--- src/rtl/core/assert_macros.svh ---
// Assertion macros shared by the frame modulator RTL.
// No dependencies; included by the modules that check their own logic.
`ifndef ASSERT_MACROS_SVH
`define ASSERT_MACROS_SVH

// Clocked check, masked while reset is high
`define FCFM_ASSERT(lbl, clk, rst, prop, msg) \
   lbl: assert property (@(posedge clk) disable iff (rst) (prop)) else $error(msg);

// Clocked check that also holds during reset
`define FCFM_ASSERT_ALWAYS(lbl, clk, prop, msg) \
   lbl: assert property (@(posedge clk) (prop)) else $error(msg);

`endif

--- src/rtl/core/fcfm_pkg.sv ---
// Package for the FSK character frame modulator: widths, codes, status structs
// and the frame builder. No dependencies.
`default_nettype none

package fcfm_pkg;

   localparam int FIFO_DEPTH_DEF = 4096;
   localparam int CHAR_W         = 8;
   localparam int FRAME_LEN      = 1 + CHAR_W + 1 + 1;
   localparam int POS_W          = 4;
   localparam int LEVEL_W        = 13;
   localparam int RSP_W          = 3 + LEVEL_W;

   typedef enum logic {
      OP_PUSH = 1'b0,
      OP_TICK = 1'b1
   } op_type;

   typedef struct packed {
      logic full;
      logic empty;
   } fifo_stat_type;

   typedef struct packed {
      logic tone;
      logic sending;
   } tone_stat_type;

   // start 0, data MSB first, parity, stop 1; bit k is sent k-th
   function automatic logic [FRAME_LEN-1:0] build_frame(input logic [CHAR_W-1:0] ch,
                                                        input logic par_odd);
      logic [FRAME_LEN-1:0] frame;
      frame = '0;
      for (int i = 0; i < CHAR_W; i++) begin
         frame[CHAR_W - i] = ch[i];
      end
      frame[CHAR_W + 1] = (^ch) ^ par_odd;
      frame[CHAR_W + 2] = 1'b1;
      return frame;
   endfunction

endpackage

`default_nettype wire

--- src/rtl/core/fcfm_framer.sv ---
// Frame sequencer: loads a character from the queue and steps its 11 frame bits
// out as tone selections. Depends on fcfm_pkg and assert_macros.svh.
`default_nettype none
`include "assert_macros.svh"

module fcfm_framer
   import fcfm_pkg::*;
(
   input  wire logic              clock,
   input  wire logic              reset,
   input  wire logic              tick_en,
   input  wire logic              parity_odd,
   input  wire fifo_stat_type     fifo_stat,
   input  wire logic [CHAR_W-1:0] rd_data,
   output logic                   pop_en,
   output tone_stat_type          tone_next
);

   logic                 sending_ff, sending_in;
   logic                 tone_ff, tone_in;
   logic [POS_W-1:0]     pos_ff, pos_in;
   logic [FRAME_LEN-1:0] frame_ff, frame_in;
   logic                 pending_ff;
   logic [FRAME_LEN-1:0] frame_eff;

   // read data lands in the cycle after the pop; use it directly in that cycle
   assign frame_eff = pending_ff ? build_frame(rd_data, parity_odd) : frame_ff;
   assign frame_in  = frame_eff;
   assign pop_en    = tick_en && !sending_ff && !fifo_stat.empty;

   always_comb begin
      sending_in = sending_ff;
      tone_in    = tone_ff;
      pos_in     = pos_ff;
      priority if (!tick_en) begin
      end else if (!sending_ff) begin
         if (pop_en) begin
            sending_in = 1'b1;
            pos_in     = '0;
            tone_in    = 1'b1;
         end
      end else if (pos_ff >= POS_W'(FRAME_LEN)) begin
         sending_in = 1'b0;
         pos_in     = '0;
         tone_in    = 1'b1;
      end else begin
         tone_in = frame_eff[pos_ff];
         pos_in  = pos_ff + 1'b1;
      end
   end

   always_ff @(posedge clock) begin
      if (reset) begin
         sending_ff <= 1'b0;
         tone_ff    <= 1'b1;
         pos_ff     <= '0;
         pending_ff <= 1'b0;
      end else begin
         sending_ff <= sending_in;
         tone_ff    <= tone_in;
         pos_ff     <= pos_in;
         pending_ff <= pop_en;
      end
   end

   always_ff @(posedge clock) begin
      frame_ff <= frame_in;
   end

   assign tone_next.tone    = tone_in;
   assign tone_next.sending = sending_in;

   `FCFM_ASSERT(a_pos_bound, clock, reset, pos_ff <= POS_W'(FRAME_LEN), "bit position past frame")
   `FCFM_ASSERT(a_end_of_frame, clock, reset, $fell(sending_ff) |-> $past(pos_ff) == POS_W'(FRAME_LEN), "frame ended early")
   `FCFM_ASSERT(a_pending_busy, clock, reset, pending_ff |-> sending_ff, "load pending while idle")

endmodule

`default_nettype wire

--- config.mk ---
export PLATFORM = sky130hd
export DESIGN_NAME = fcfm_framer
export DESIGN_NICKNAME = d
export VERILOG_FILES = /design/src/rtl/core/fcfm_pkg.sv /design/src/rtl/core/fcfm_framer.sv
export VERILOG_INCLUDE_DIRS = /design/src /design/src/rtl/core
export SDC_FILE = /design/constraint.sdc
export NUM_CORES = 1
export LEC_CHECK = 0
export ABC_AREA = 0
export ABC_CLOCK_PERIOD_IN_PS = 4320
export BUFFER_PORTS_ARGS = -buffer_cell sky130_fd_sc_hd__buf_2
export CAP_MARGIN = 20
export CORE_ASPECT_RATIO = 1.1
export CORE_MARGIN = 1.5
export CORE_UTILIZATION = 50
export DETAILED_ROUTE_END_ITERATION = 6
export PLACE_DENSITY = 0.82
export SYNTH_ARGS = -nofsm -noshare
export SYNTH_HDL_FRONTEND = slang
export SYNTH_SLANG_ARGS = --single-unit
--- constraint.sdc ---
create_clock -name clock -period 4.32 [get_ports clock]
set_input_delay 0.864 -clock clock [delete_from_list [all_inputs] [get_ports clock]]
set_output_delay 0.864 -clock clock [all_outputs]
set_load 0.02 [all_outputs]
# Yosys cells after proc, flatten, opt, wreduce, memory -nomap -nowiden
# Cells that the tools add are included.
# totals
reg_bits	18
latchBits	0
ram_bits	0
romBits	0
inputBits	14
output_inout_bits	3
word_cells	30
mem_count	0
# op_classes
addsub	1
n_mul	0
div	0
magnitude_cmp	2
eq_ne	0
shift	0
mux	14
bitwise_logic	1
reduce_logical	7
# op_table
op	n
$mux W4	3
$mux W11	1
$mux W1	9
$reduce_xor A8 Y1	1
$lt A4 B5 Y1 const B	1
$add A4 B1 Y4 const B	1
$bmux W1 S4	1
$ge A4 B4 Y1 const B	1
$logic_and A1 B1 Y1	2
$logic_not A1 Y1	2
$reduce_and A2 Y1	1
$reduce_bool A2 Y1	1
$xor A1 B1 Y1	1

# Depth between registers and ports, before layout
# logic_depth
word_depth	8
depth_mapped	8
ltp_nobuf	6

# Worst setup path before layout
# No wires, ideal clock.
# synth_path
path_type	in2out
start	input port rd_data[5]
end	output port tone_next[1] in the netlist's numbering
t_arrival_ps	2144
setup_slack_ps	1312
path_stages	6
cell_sequence	xor2_1 -> xnor3_2 -> mux2i_1 -> o41ai_2 -> nand2_1 -> buf_4
# synth_between
elab_chain_len	8
# synth_rtl
item	line	source
start, declared	fcfm_framer.sv:14	input wire logic [CHAR_W-1:0] rd_data,
$reduce_xor A8 Y1	fcfm_pkg.sv:37	frame[CHAR_W + 1] = (^ch) ^ par_odd;
$xor A1 B1 Y1	fcfm_pkg.sv:37	
$mux W11 (*)	fcfm_framer.sv:27	assign frame_eff = pending_ff ? build_frame(rd_data, parity_odd) : frame_ff;
$bmux W1 S4 (*)	fcfm_framer.sv:47	tone_in = frame_eff[pos_ff];
$mux W1 (not written as such) (*)	fcfm_framer.sv:47	
$mux W1 (*)	fcfm_framer.sv:42	end else if (pos_ff >= POS_W'(FRAME_LEN)) begin
$mux W1 (*)	fcfm_framer.sv:36	end else if (!sending_ff) begin
$mux W1 (*)	fcfm_framer.sv:35	priority if (!tick_en) begin
end, declared	fcfm_framer.sv:16	output tone_stat_type tone_next
# Every way passes the cells marked *; elsewhere a longest branch is shown, timed or not. The select of a mux whose other input is x is not followed.

==> out/results.txt <==
Yosys reg bits: 18
Setup crit end kind: primary output
Post-CTS setup buffers: 0
Rows: 16
Router iterations before antenna repair: 7
Worst path slowest cell: xnor3_2
Post-synth ARST share: 0%
HPWL Detailed: 1133 µm
CP arrival: 2.35 ns
All-layer global routing usage: 16.27%
Routed length on met2: 743 µm
CTS Buf Count: 3
Crit Path Class: primary input to primary output
First-pass GRT wire length: 2649 µm
Clk slew on worst S/H paths: 0.10 ns
Die area: 2149 µm²
Initial Util: 52.74%
Leakage power: 0.0004257 µW
IO Pins: 17
Period Utilization, post-route: 74.37%
WL per Instance: 12.31 µm
Routability congestion estimate: 0.7473
Vias in the first global route: 645
Failing checks: DRC
TritonCTS sink count: 18
Post_cts resized: 0
Register area share after synthesis: 38.35%
Worst Clk Skew: 0.001347 ns
Post-synth cell types: 32
Synthesized instance count: 92
Post-Syn Area: 939.7 µm²
Top post-synthesis cells by area: dfxtp_1 38%, mux2_2 9.6%, a21oi_1 3.2%
Cell repeated most along the worst path: buf_2
Count leader, synth: dfxtp_1
PD cells: 363.9 nW/µm²
Ant diodes: 0
CP cell instances: buf_2, xor2_1, xnor3_2, mux2i_1, o41ai_2, nand2_1, buf_2
Area leader, netlist: dfxtp_1
Startpoint Class: primary input
Overflow after GRT: 0
Largest stage delay on the critical path: 0.46 ns
Type of the most critical hold path: register to register
RSZ-0062 raised after global routing: false
Rel. slew slack: 62.30%
Post-synth EDFFs: 0
VDD IR max: 0.2201 mV
Worst-path maximum fanout: 3
# H-tree levels: 1
WL met1: 697 µm
CP Data Required Time: 3.46 ns
Slack of the critical path: 1.107 ns
Vias per Instance: 5.472
Via count: 673
Worst slack, placed: 1.094 ns
Die width: 44.34 µm
WL met3: 53 µm
# hold bufs at CTS: 0
Area share of the largest cell type after synthesis: 38.35%
Period minus WS final: 3.213 ns
Max clock buf depth: 2
Clk_lat worst skew: 0.29 ns
Pin count of the biggest net entering global routing: 16
TritonCTS clock tree: yes
IO Port Bufs: 15
Floorplan core area: 1782 µm²
Number of DRC markers in iteration 0: 19
Synth cell count leaders: 18 x dfxtp_1, 8 x mux2_2, 6 x a21oi_1
# DRC: 2
Synth warn: 0
Initial antenna violation count: 0
Maxcap violations: 0
Mean Syn Cell Area: 10.21 µm²
Fmax achieved: 311.3 MHz
Routed wire length: 1514 µm
Antenna viol nets, final: 0
Syn nets: 107
DR top layer: met4
Final hold vios: 0
Ys flop type: dfxtp_1
Status: finished with violations
Layout area overhead: 9.854%
Slew @ Worst Pin: 0.5647 ns
Setup Viol. Count Final: 0
Die H: 48.47 µm
Layout cell share with drive strength beyond 1: 28.57%
Total negative setup slack: 0 ns
Clock root cell: clkbuf_4
Final net count: 121
Slew Viols, Final: 0
## area by class of cell
type,instances,area (µm²)
Clock buffer,4,36.28
Fill cell,164,749.5
Inverter,2,7.507
Multi-Input combinational cell,66,530.5
Sequential cell,18,360.3
Tap cell,18,22.52
Timing Repair Buffer,15,75.07
## logic make-up after synthesis
logic type,after synthesis,synth area share (%)
AND/OR/NAND/NOR,30,18.64
flip-flops,18,38.35
AO/OA/AOI/OAI,16,10.65
multiplexers,13,17.18
buffers and inverters,8,5.192
XOR/XNOR,6,8.655
adder cells (fa/ha/maj),1,1.331
## path summary, 6_finish.rpt
check | from | to | slack, ns | cells past startpoint
max | rd_data[2] | tone_next[1] | 1.11 | 7
min | frame_ff[10] | frame_ff[10] | 0.42 | 2
max reg2reg | pending_ff | tone_ff | 2.46 | 5
min reg2reg | frame_ff[10] | frame_ff[10] | 0.42 | 2
## flip-flops by register name, summed over array words and instances (netlist names)
signal	cells
pos_ff	4
frame_ff	11
pending_ff	1
tone_ff	1
sending_ff	1
## routing by layer
| layer | GRT usage [%] | up-vias |
|---|---|---|
| met1 | 20.71 | 298 |
| met3 | 2.239 | 2 |
| li1 | - | 356 |
| met4 | 7.576 | 0 |
| met2 | 26.47 | 17 |
| met5 | 0 | - |
## power by group
| group | internal, µW | switching [µW] |
|---|---|---|
| clock network | 51.3 | 49.4 |
| logic | 43.8 | 29.8 |
| registers | 190 | 11.1 |
| total | 285 | 90.3 |
## critical path, delay by kind of cell
kind | cells | cell delay, ns
buffers and inverters | 2 | 0.29
XOR/XNOR | 2 | 0.61
AO/OA/AOI/OAI | 1 | 0.35
multiplexers | 1 | 0.14
AND/OR/NAND/NOR | 1 | 0.09
## layout by cell type, fill, tap and decap left out, types with 2 or more instances in the layout
cell type and count:
a21oi_1 6, a31oi_1 2, buf_2 15, clkbuf_4 3, dfxtp_1 18, inv_1 2
mux2_2 8, mux2i_1 3, nand2_1 4, nand2b_1 3, nand3_1 4, nand3b_1 3
nor2_1 4, nor2b_1 4, nor3_1 2, nor4bb_1 2, o21ai_0 5, xnor2_1 2
xor2_1 2
## per-stage QoR
stage	hold WS [ns]	area, µm²	total power (µW)	util (%)	std cells
3_3_place_gp	0.3936	996.0	275.9	55.90	119
4_1_cts	0.4241	1032	381.5	57.94	123
6_report	0.4225	1032	375.7	57.94	123
3_5_place_dp	0.3988	996.0	280.2	55.90	119
2_1_floorplan	0.3848	939.7	262.1	-	92
5_1_grt	0.4391	1032	398.3	57.94	123
Power figures use the tool's default switching activity.
